--- src/rtl/nmt_pkg.sv ---
`timescale 1ns / 1ps
// Shared types and codes of the NAT mapping table.
// Used by the channel interfaces, the table cell and the top level.
package nmt_pkg;

  localparam int OP_W     = 2;
  localparam int ST_W     = 2;
  localparam int ADDR_W   = 32;
  localparam int PORT_W   = 16;
  localparam int STAMP_W  = 32;

  localparam logic [OP_W-1:0] OP_LOOKUP_OUTER = 2'd0;
  localparam logic [OP_W-1:0] OP_LOOKUP_INNER = 2'd1;
  localparam logic [OP_W-1:0] OP_INSERT       = 2'd2;

  localparam logic [ST_W-1:0] ST_HIT      = 2'd0;
  localparam logic [ST_W-1:0] ST_MISS     = 2'd1;
  localparam logic [ST_W-1:0] ST_INSERTED = 2'd2;
  localparam logic [ST_W-1:0] ST_FULL     = 2'd3;

  // Request token that walks the row of cells. The entry fields start as the
  // request and are replaced by the stored entry at a lookup hit.
  typedef struct packed {
    logic               valid;
    logic               done;
    logic [ST_W-1:0]    status;
    logic [OP_W-1:0]    opcode;
    logic               map_type;
    logic [ADDR_W-1:0]  inner_addr;
    logic [PORT_W-1:0]  inner_port;
    logic [ADDR_W-1:0]  outer_addr;
    logic [PORT_W-1:0]  outer_port;
    logic [STAMP_W-1:0] now_stamp;
  } tok_t;

endpackage

--- src/rtl/nmt_if.sv ---
`timescale 1ns / 1ps
// Valid/ready channels of the NAT mapping table: request and response words.
// Depends on nmt_pkg for field widths.
interface nmt_req_if;
  logic                        valid;
  logic                        ready;
  logic [nmt_pkg::OP_W-1:0]    opcode;
  logic                        map_type;
  logic [nmt_pkg::ADDR_W-1:0]  inner_addr;
  logic [nmt_pkg::PORT_W-1:0]  inner_port;
  logic [nmt_pkg::ADDR_W-1:0]  outer_addr;
  logic [nmt_pkg::PORT_W-1:0]  outer_port;
  logic [nmt_pkg::STAMP_W-1:0] now_stamp;

  modport source (output valid, opcode, map_type, inner_addr, inner_port, outer_addr,
                  outer_port, now_stamp, input ready);
  modport sink   (input valid, opcode, map_type, inner_addr, inner_port, outer_addr,
                  outer_port, now_stamp, output ready);
endinterface

interface nmt_rsp_if;
  logic                        valid;
  logic                        ready;
  logic [nmt_pkg::ST_W-1:0]    status;
  logic                        found_type;
  logic [nmt_pkg::ADDR_W-1:0]  found_inner_addr;
  logic [nmt_pkg::PORT_W-1:0]  found_inner_port;
  logic [nmt_pkg::ADDR_W-1:0]  found_outer_addr;
  logic [nmt_pkg::PORT_W-1:0]  found_outer_port;
  logic [nmt_pkg::STAMP_W-1:0] found_stamp;

  modport source (output valid, status, found_type, found_inner_addr, found_inner_port,
                  found_outer_addr, found_outer_port, found_stamp, input ready);
  modport sink   (input valid, status, found_type, found_inner_addr, found_inner_port,
                  found_outer_addr, found_outer_port, found_stamp, output ready);
endinterface

--- src/rtl/nmt_cell.sv ---
`timescale 1ns / 1ps
// One table slot: holds a mapping entry and acts on the token passing by.
// Depends on nmt_pkg for the token type and codes.
module nmt_cell (
  input  logic          clk,
  input  logic          rst,
  input  logic          advance,
  input  nmt_pkg::tok_t tok_in,
  output nmt_pkg::tok_t tok_out
);

  logic                        entry_valid;
  logic                        entry_type;
  logic [nmt_pkg::ADDR_W-1:0]  entry_inner_addr;
  logic [nmt_pkg::PORT_W-1:0]  entry_inner_port;
  logic [nmt_pkg::ADDR_W-1:0]  entry_outer_addr;
  logic [nmt_pkg::PORT_W-1:0]  entry_outer_port;
  logic [nmt_pkg::STAMP_W-1:0] entry_stamp;

  nmt_pkg::tok_t tok_next;
  logic          key_match;
  logic          active;
  logic          do_hit;
  logic          do_insert;

  always_comb begin
    case (tok_in.opcode)
      nmt_pkg::OP_LOOKUP_OUTER: key_match = entry_outer_port == tok_in.outer_port;
      nmt_pkg::OP_LOOKUP_INNER: key_match = entry_inner_addr == tok_in.inner_addr &&
                                            entry_inner_port == tok_in.inner_port;
      default:                  key_match = 1'b0;
    endcase
  end

  assign active    = advance && tok_in.valid && !tok_in.done;
  assign do_hit    = active && entry_valid && entry_type == tok_in.map_type && key_match;
  assign do_insert = active && !entry_valid && tok_in.opcode == nmt_pkg::OP_INSERT;

  always_comb begin
    tok_next = tok_in;
    if (do_hit) begin
      tok_next.done       = 1'b1;
      tok_next.status     = nmt_pkg::ST_HIT;
      tok_next.map_type   = entry_type;
      tok_next.inner_addr = entry_inner_addr;
      tok_next.inner_port = entry_inner_port;
      tok_next.outer_addr = entry_outer_addr;
      tok_next.outer_port = entry_outer_port;
    end else if (do_insert) begin
      tok_next.done   = 1'b1;
      tok_next.status = nmt_pkg::ST_INSERTED;
    end
  end

  always_ff @(posedge clk) begin
    if (rst) begin
      entry_valid   <= 1'b0;
      tok_out.valid <= 1'b0;
    end else begin
      if (do_insert) begin
        entry_valid <= 1'b1;
      end
      if (advance) begin
        tok_out.valid <= tok_in.valid;
      end
    end
    // Payload needs no reset.
    if (advance) begin
      tok_out.done       <= tok_next.done;
      tok_out.status     <= tok_next.status;
      tok_out.opcode     <= tok_next.opcode;
      tok_out.map_type   <= tok_next.map_type;
      tok_out.inner_addr <= tok_next.inner_addr;
      tok_out.inner_port <= tok_next.inner_port;
      tok_out.outer_addr <= tok_next.outer_addr;
      tok_out.outer_port <= tok_next.outer_port;
      tok_out.now_stamp  <= tok_next.now_stamp;
    end
    if (do_insert) begin
      entry_type       <= tok_in.map_type;
      entry_inner_addr <= tok_in.inner_addr;
      entry_inner_port <= tok_in.inner_port;
      entry_outer_addr <= tok_in.outer_addr;
      entry_outer_port <= tok_in.outer_port;
    end
    // Refresh the last-use time on a hit, set it on an insert.
    if (do_hit || do_insert) begin
      entry_stamp <= tok_in.now_stamp;
    end
  end

endmodule

--- src/rtl/nat_mapping_table.sv ---
`timescale 1ns / 1ps
// NAT mapping table: a row of TABLE_ENTRIES slot cells and a response register.
// Depends on nmt_pkg, nmt_req_if, nmt_rsp_if and nmt_cell.
//
// Usage: a request word on req (lookup by external port and type, lookup by
// internal address, port and type, or insert into the lowest free slot) enters
// cell 0 and walks one cell per cycle down the row, slot 0 first. The first
// cell that matches (or, for an insert, the first free one) serves the word,
// refreshes or writes its stamp, and the rest of the row passes it along.
// After the last cell the word lands in the response register on rsp with
// status hit, miss, inserted or table full; on miss or full the found fields
// are zero.
// Each accepted word passes through the TABLE_ENTRIES cell registers in order
// and then the response register. Words follow each other down the row in
// order, so a new request is taken every cycle while rsp does not stall, and
// later words see every change made by earlier ones.
// Reset clears all slot valid marks, the tokens in flight and the response.
// When rsp stalls with a word held, the whole row holds and req.ready drops.
module nat_mapping_table #(
  parameter int TABLE_ENTRIES = 16
) (
  input  logic clk,
  input  logic rst,
  nmt_req_if.sink   req,
  nmt_rsp_if.source rsp
);

  nmt_pkg::tok_t tok [0:TABLE_ENTRIES];
  nmt_pkg::tok_t last;
  logic          advance;

  assign advance   = !rsp.valid || rsp.ready;
  assign req.ready = advance;

  assign tok[0] = '{valid:      req.valid,
                    done:       1'b0,
                    status:     nmt_pkg::ST_MISS,
                    opcode:     req.opcode,
                    map_type:   req.map_type,
                    inner_addr: req.inner_addr,
                    inner_port: req.inner_port,
                    outer_addr: req.outer_addr,
                    outer_port: req.outer_port,
                    now_stamp:  req.now_stamp};

  for (genvar i = 0; i < TABLE_ENTRIES; i++) begin : g_cell
    nmt_cell u_cell (
      .clk     (clk),
      .rst     (rst),
      .advance (advance),
      .tok_in  (tok[i]),
      .tok_out (tok[i+1])
    );
  end

  assign last = tok[TABLE_ENTRIES];

  always_ff @(posedge clk) begin
    if (rst) begin
      rsp.valid <= 1'b0;
    end else if (advance) begin
      rsp.valid <= last.valid;
    end
  end

  always_ff @(posedge clk) begin
    if (advance) begin
      if (last.done) begin
        rsp.status           <= last.status;
        rsp.found_type       <= last.map_type;
        rsp.found_inner_addr <= last.inner_addr;
        rsp.found_inner_port <= last.inner_port;
        rsp.found_outer_addr <= last.outer_addr;
        rsp.found_outer_port <= last.outer_port;
        rsp.found_stamp      <= last.now_stamp;
      end else begin
        // Nobody served the word: full on insert, miss otherwise.
        rsp.status           <= (last.opcode == nmt_pkg::OP_INSERT) ? nmt_pkg::ST_FULL
                                                                    : nmt_pkg::ST_MISS;
        rsp.found_type       <= 1'b0;
        rsp.found_inner_addr <= '0;
        rsp.found_inner_port <= '0;
        rsp.found_outer_addr <= '0;
        rsp.found_outer_port <= '0;
        rsp.found_stamp      <= '0;
      end
    end
  end

endmodule

--- src/flat_wrapper.sv ---
// flat-port wrapper written by rule: the top's interface ports become plain ports
module nat_mapping_table_flat 
#(
  parameter int TABLE_ENTRIES = 16
)
  (clk, rst, req_valid, req_opcode, req_map_type, req_inner_addr, req_inner_port, req_outer_addr, req_outer_port, req_now_stamp, req_ready, rsp_valid, rsp_status, rsp_found_type, rsp_found_inner_addr, rsp_found_inner_port, rsp_found_outer_addr, rsp_found_outer_port, rsp_found_stamp, rsp_ready);
  nmt_req_if req_i ();
  nmt_rsp_if rsp_i ();
  input  logic clk;
  input  logic rst;
  input wire logic [$bits(req_i.valid)-1:0] req_valid;
  input wire logic [$bits(req_i.opcode)-1:0] req_opcode;
  input wire logic [$bits(req_i.map_type)-1:0] req_map_type;
  input wire logic [$bits(req_i.inner_addr)-1:0] req_inner_addr;
  input wire logic [$bits(req_i.inner_port)-1:0] req_inner_port;
  input wire logic [$bits(req_i.outer_addr)-1:0] req_outer_addr;
  input wire logic [$bits(req_i.outer_port)-1:0] req_outer_port;
  input wire logic [$bits(req_i.now_stamp)-1:0] req_now_stamp;
  output wire logic [$bits(req_i.ready)-1:0] req_ready;
  output wire logic [$bits(rsp_i.valid)-1:0] rsp_valid;
  output wire logic [$bits(rsp_i.status)-1:0] rsp_status;
  output wire logic [$bits(rsp_i.found_type)-1:0] rsp_found_type;
  output wire logic [$bits(rsp_i.found_inner_addr)-1:0] rsp_found_inner_addr;
  output wire logic [$bits(rsp_i.found_inner_port)-1:0] rsp_found_inner_port;
  output wire logic [$bits(rsp_i.found_outer_addr)-1:0] rsp_found_outer_addr;
  output wire logic [$bits(rsp_i.found_outer_port)-1:0] rsp_found_outer_port;
  output wire logic [$bits(rsp_i.found_stamp)-1:0] rsp_found_stamp;
  input wire logic [$bits(rsp_i.ready)-1:0] rsp_ready;
  assign req_i.valid = req_valid;
  assign req_i.opcode = req_opcode;
  assign req_i.map_type = req_map_type;
  assign req_i.inner_addr = req_inner_addr;
  assign req_i.inner_port = req_inner_port;
  assign req_i.outer_addr = req_outer_addr;
  assign req_i.outer_port = req_outer_port;
  assign req_i.now_stamp = req_now_stamp;
  assign req_ready = req_i.ready;
  assign rsp_valid = rsp_i.valid;
  assign rsp_status = rsp_i.status;
  assign rsp_found_type = rsp_i.found_type;
  assign rsp_found_inner_addr = rsp_i.found_inner_addr;
  assign rsp_found_inner_port = rsp_i.found_inner_port;
  assign rsp_found_outer_addr = rsp_i.found_outer_addr;
  assign rsp_found_outer_port = rsp_i.found_outer_port;
  assign rsp_found_stamp = rsp_i.found_stamp;
  assign rsp_i.ready = rsp_ready;
  nat_mapping_table #(.TABLE_ENTRIES(TABLE_ENTRIES)) u_core (.clk(clk), .rst(rst), .req(req_i), .rsp(rsp_i));
endmodule
--- config.mk ---
export PLATFORM = sky130hd
export DESIGN_NAME = nat_mapping_table_flat
export DESIGN_NICKNAME = d
export VERILOG_FILES = /design/src/rtl/nmt_pkg.sv /design/src/rtl/nmt_if.sv /design/src/rtl/nmt_cell.sv /design/src/rtl/nat_mapping_table.sv /design/src/flat_wrapper.sv
export SDC_FILE = /design/constraint.sdc
export NUM_CORES = 2
export LEC_CHECK = 0
export ABC_AREA = 1
export BUFFER_PORTS_ARGS = -buffer_cell sky130_fd_sc_hd__buf_2
export CORE_UTILIZATION = 60
export CTS_BUF_LIST = sky130_fd_sc_hd__clkbuf_4 sky130_fd_sc_hd__clkbuf_8
export DETAILED_ROUTE_END_ITERATION = 8
export GPL_ROUTABILITY_DRIVEN = 0
export GPL_TIMING_DRIVEN = 0
export PLACE_DENSITY = 0.74
export SYNTH_ARGS = -nofsm -noshare
export SYNTH_HDL_FRONTEND = slang
export SYNTH_HIERARCHICAL = 1
export SYNTH_SLANG_ARGS = --single-unit
export TNS_END_PERCENT = 50
--- constraint.sdc ---
create_clock -name clk -period 85.6 [get_ports clk]
set_input_delay 8.56 -clock clk [delete_from_list [all_inputs] [get_ports clk]]
set_output_delay 8.56 -clock clk [all_outputs]
set_load 0.005 [all_outputs]
---- Yosys cells after proc, flatten, opt, wreduce, memory -nomap -nowiden ----
Index checks and enable logic that the tools add are counted.
Widths: inputs -> output; s select.
operators by class
  equality and inequality tests ........... 97
  muxes and demuxes ....................... 50
  reductions and logical operators ........ 191
operators by type and width
  operator            count
  $mux 97             16
  $eq 16x16->1        32
  $eq 32x32->1        16
  $logic_and 1x1->1   127
  $eq 2x2->1 const B  17
  $mux 2              17
  $eq 2x1->1 const B  16
  $logic_not 1->1     32
  $logic_not 2->1     16
  $pmux 1 s2          16
  $reduce_or 2->1     15
  $eq 1x1->1          16
  $mux 3              1
  $logic_or 1x1->1    1
storage, ports and cells
  bits in registers ....................... 3860
  word-level logic and storage cells ...... 617
  input bits .............................. 135
  output and inout port bits .............. 133

---- Longest topological paths before layout ----
  depth in word-level cells ............... 8
  mapped depth ............................ 15
  mapped depth without buffers ............ 13

---- Hierarchy ----
The synthesis kept the hierarchy.
modules (own cells, without submodules)
  module             cells each  instances  area an instance (um^2)  sequential area each (um^2)
  nmt_cell           766         16         9401.5                   6976.7
  nat_mapping_table  417         1          5101.1                   3953.8

---- Worst setup path before layout ----
OpenSTA, ideal clock, no wires.
  path type ............................... input port to output port
  start ................................... input port rsp_ready
  end ..................................... output port req_ready
  slack ................................... 20193 ps
  arrival time ............................ 56847 ps
  path buffers ............................ 0
  stages on the path ...................... 2
  required time ........................... 77040 ps
  cells stage by stage .................... inv_1 > nand2_1
between the ends
  longest elaborated chain between the ends .. 1
RTL lines
  item              RTL line                 text
  from (decl)       flat_wrapper.sv:28       input wire logic [$bits(rsp_i.ready)-1:0] rsp_ready;
  $logic_or 1x1->1  nat_mapping_table.sv:32  assign advance = !rsp.valid || rsp.ready;
  to (decl)         flat_wrapper.sv:19       output wire logic [$bits(req_i.ready)-1:0] req_ready;
Every way passes these cells.

---- Final worst setup path ----
Ends and elaborated chain as after synthesis.

==> impl_metrics.yaml <==
worst_setup_path:
  rr_worst_depth: 27
  crit_path_frequent_cell: "buf_2"
  cp_slowest_stage_delay_ns: 0.34
  r2r_start: "u_core/rsp.valid$_SDFFE_PP0P_"
  endpoint: "req_ready"
  cp.required_ns: 77.04
  crit_path_end_kind: "output pin"
  crit_type: "input port to output pin"
  r2r_slack_ns: 77.91
  cp.arrival_ns: 9.48
  cp-start-kind: "input port"
  cp_slowest_cell: "buf_16"
  cp_max_fo: 78
  cp_cell_sequence: "buf_2 -> inv_1 -> nand2_4 -> buf_16 -> buf_2"
  timing.rr.end: "u_core/g_cell[0].u_cell/tok_out[104]$_DFFE_PP_"
  cp-startpoint: "rsp_ready"
timing:
  slew_viol_final: 0
  slew_headroom: 0.392
  tightestPinTransition_ns: 0.912
  setup_viol: 0
  fin_crit_sh: 0.211
  final_hold_viol_count: 0
  finalSetupTns_ns: 0
  fmax_mhz: 55.4
  rsz0062_at_grt: "false"
  fin_crit_ns: 18.04
  skew_ns: 0.0724
clock_network:
  cts_tree: "done"
  clock-sinks: 3860
  cts.path.max_buffers: 4
  ctsResizeCount: 0
  cts_made_buffers: 609
  cts_setup_buffers: 0
  cts_root_buffer: "clkbuf_8"
  htree_levels: 6
  cts_hold_buffers: 0
  clk_pin_slew_ns: 0.06
  clock_latency_ns: 1.03
flow_run:
  maxCapViolCount: 0
die:
  die_height_microns: 511
  coreArea_sq_mm: 0.257
  die_w_microns: 511
  io_pins: 268
  die_area_sq_mm: 0.261
  initial_core_util: 0.605
  rows: 186
placement:
  placed_area_sq_mm: 0.163
  dp.cells: 16400
  numPortBuffers: 267
  hpwl_microns: 189000
cells_and_area:
  final_cells: 17400
  layout_common_cells: "4,548 x nand2_1, 3,827 x edfxtp_1, 1,552 x nand3_1"
  final_common_cell: "nand2_1"
  fin_nets: 13700
  finalInstanceArea_sq_mm: 0.174
  area_delta_synth_final_pct: 12.1
  drive_gt1_frac: 0.111
synth:
  synth_cells: 12700
  yosys-top-cells-area: "edfxtp_1 74%, nand2_1 11%, nand3_1 5.0%"
  ys_seq_area_frac: 0.743
  syn_area_sq_mm: 0.156
  synth_warnings: 6
  syn_avg_cell_area_sq_um: 12.3
  synth_seq_cells: 3860
  yosysTopAreaCell: "edfxtp_1"
  synth_top_area_share: 0.739
  synth_cell_types: 20
drt:
  first_pass_iters: 9
  ant_nets: 0
  routed_via_density: 5.16
  num_vias: 90100
  wl_per_cell_microns: 15.3
  detail_route.iter0.violations: 6116
  wl_microns: 266000
  drc: 0
global_routing:
  grt_use_total: 0.203
  grt_max_degree: 81
  grt_pass1_wl_microns: 435000
  antenna_found_initial: 1
  overflow: 0
  grt_pass1_vias: 90500
pwr:
  p_per_area_mw_per_mm2: 21.6
  clock_power_share: 0.391
  p_switching_w: 0.000778
  leakagePower_nw: 71.7
  combPwrFrac: 0.029
  p_int_w: 0.00299
  swShare: 0.206
  power_frac_seq: 0.580
  ir_drop_v: 0.0000183
outcome:
  status: "completed"
hold_path:
  min_path_type: "flip-flop to flip-flop"
  holdPathStages: 0
cell type report:
class	instances	area, sq um
Antenna cell	2	5.00
Buffer	511	2450
Clock buffer	820	10000
Clock inverter	242	1630
Fill cell	16600	82900
Inverter	821	3120
Multi-Input combinational cell	7483	34400
Sequential cell	3860	116000
Tap cell	3384	4230
Timing Repair Buffer	324	2820
layer usage:
metal / global-route usage / routed length [microns] / vias up
li1: - / - / 44800
met3: 0.0337 / 11900 / 1027
met1: 0.215 / 99200 / 41300
met4: 0.133 / 17100 / 0
met2: 0.371 / 138000 / 2928
met5: 0 / 0 / -
cells by family (layout without fill, tap and decap cells):
kind of cell              after synthesis  after routing  share of synthesized area
AOI/OAI and AO/OA                      98             98                    0.00470
xor gates and xnor gates              768            768                     0.0432
buffers and inverters                1332           2718                     0.0356
DFF                                  3860           3860                      0.743
other                                   2              6                  0.0000483
and+or+nand+nor                      6613           6613                      0.173
metrics by stage:
step	util	hold WS (ns)	total power, W	worst slack, ns
after floorplan	-	0.400	0.00229	20.19
after global placement	0.626	0.400	0.00232	3.58
after detailed placement	0.632	0.405	0.00233	67.56
after CTS	0.678	0.407	0.00382	67.56
after global routing	0.678	0.413	0.00392	67.50
final	0.678	0.398	0.00377	67.56
worst min path at each step:
stage | start | end | slack [ns]
final | u_core/g_cell[5].u_cell/tok_out[9]$_DFFE_PP_ | u_core/g_cell[6].u_cell/tok_out[9]$_DFFE_PP_ | 0.40
after global routing | u_core/g_cell[1].u_cell/tok_out[12]$_DFFE_PP_ | u_core/g_cell[2].u_cell/tok_out[12]$_DFFE_PP_ | 0.41
after CTS | u_core/g_cell[3].u_cell/tok_out[26]$_DFFE_PP_ | u_core/g_cell[4].u_cell/tok_out[26]$_DFFE_PP_ | 0.41
after detailed placement | u_core/g_cell[10].u_cell/tok_out[20]$_DFFE_PP_ | u_core/g_cell[11].u_cell/tok_out[20]$_DFFE_PP_ | 0.40
after global placement | u_core/g_cell[11].u_cell/tok_out[15]$_DFFE_PP_ | u_core/g_cell[12].u_cell/tok_out[15]$_DFFE_PP_ | 0.40
after floorplan | u_core/g_cell[9].u_cell/tok_out[0]$_DFFE_PP_ | u_core/g_cell[10].u_cell/tok_out[0]$_DFFE_PP_ | 0.40
sequential cells by signal (all words and copies together) (netlist names):
register	flops
u_core/rsp.found_outer_port	16
u_core/rsp.found_inner_port	16
u_core/g_cell.u_cell/entry_valid	16
u_core/rsp.found_outer_addr	32
u_core/g_cell.u_cell/entry_outer_addr	512
u_core/rsp.found_inner_addr	32
u_core/rsp.found_stamp	32
u_core/rsp.valid	1
u_core/g_cell.u_cell/tok_out	2160
u_core/g_cell.u_cell/entry_inner_addr	512
u_core/rsp.status	2
u_core/g_cell.u_cell/entry_type	16
u_core/rsp.found_type	1
u_core/g_cell.u_cell/entry_inner_port	256
u_core/g_cell.u_cell/entry_outer_port	256
synth_stat cells:
| master | n |
|---|---|
| buf_2 | 182 |
| buf_6 | 9 |
| xor2_1 | 256 |
| nand4_1 | 32 |
| buf_4 | 64 |
| nand2_1 | 4549 |
| nor2_1 | 448 |
| nand3_1 | 1552 |
| nand2_2 | 16 |
| a21oi_1 | 65 |
| clkbuf_1 | 256 |
| inv_1 | 821 |
| nand3b_1 | 16 |
| o21ai_0 | 1 |
| xnor2_1 | 512 |
| a21oi_4 | 16 |
| dfxtp_1 | 33 |
| o2111ai_1 | 16 |
| conb_1 | 2 |
| edfxtp_1 | 3827 |
power groups by stage:
stage / registers [W] / clock network (W) / logic [W]
global placement: 0.00222 / 0 / 0.000104
floorplan: 0.00221 / 0 / 0.0000751
detailed placement: 0.00223 / 0 / 0.000109
CTS: 0.00219 / 0.00152 / 0.000109
finish: 0.00219 / 0.00147 / 0.000110
global route: 0.00219 / 0.00160 / 0.000124
critical path, delay by kind of cell:
family / cells / cell delay (ns)
buf+inv: 4 / 0.66
simple gates: 1 / 0.19
(Power assumes the default switching activity.)
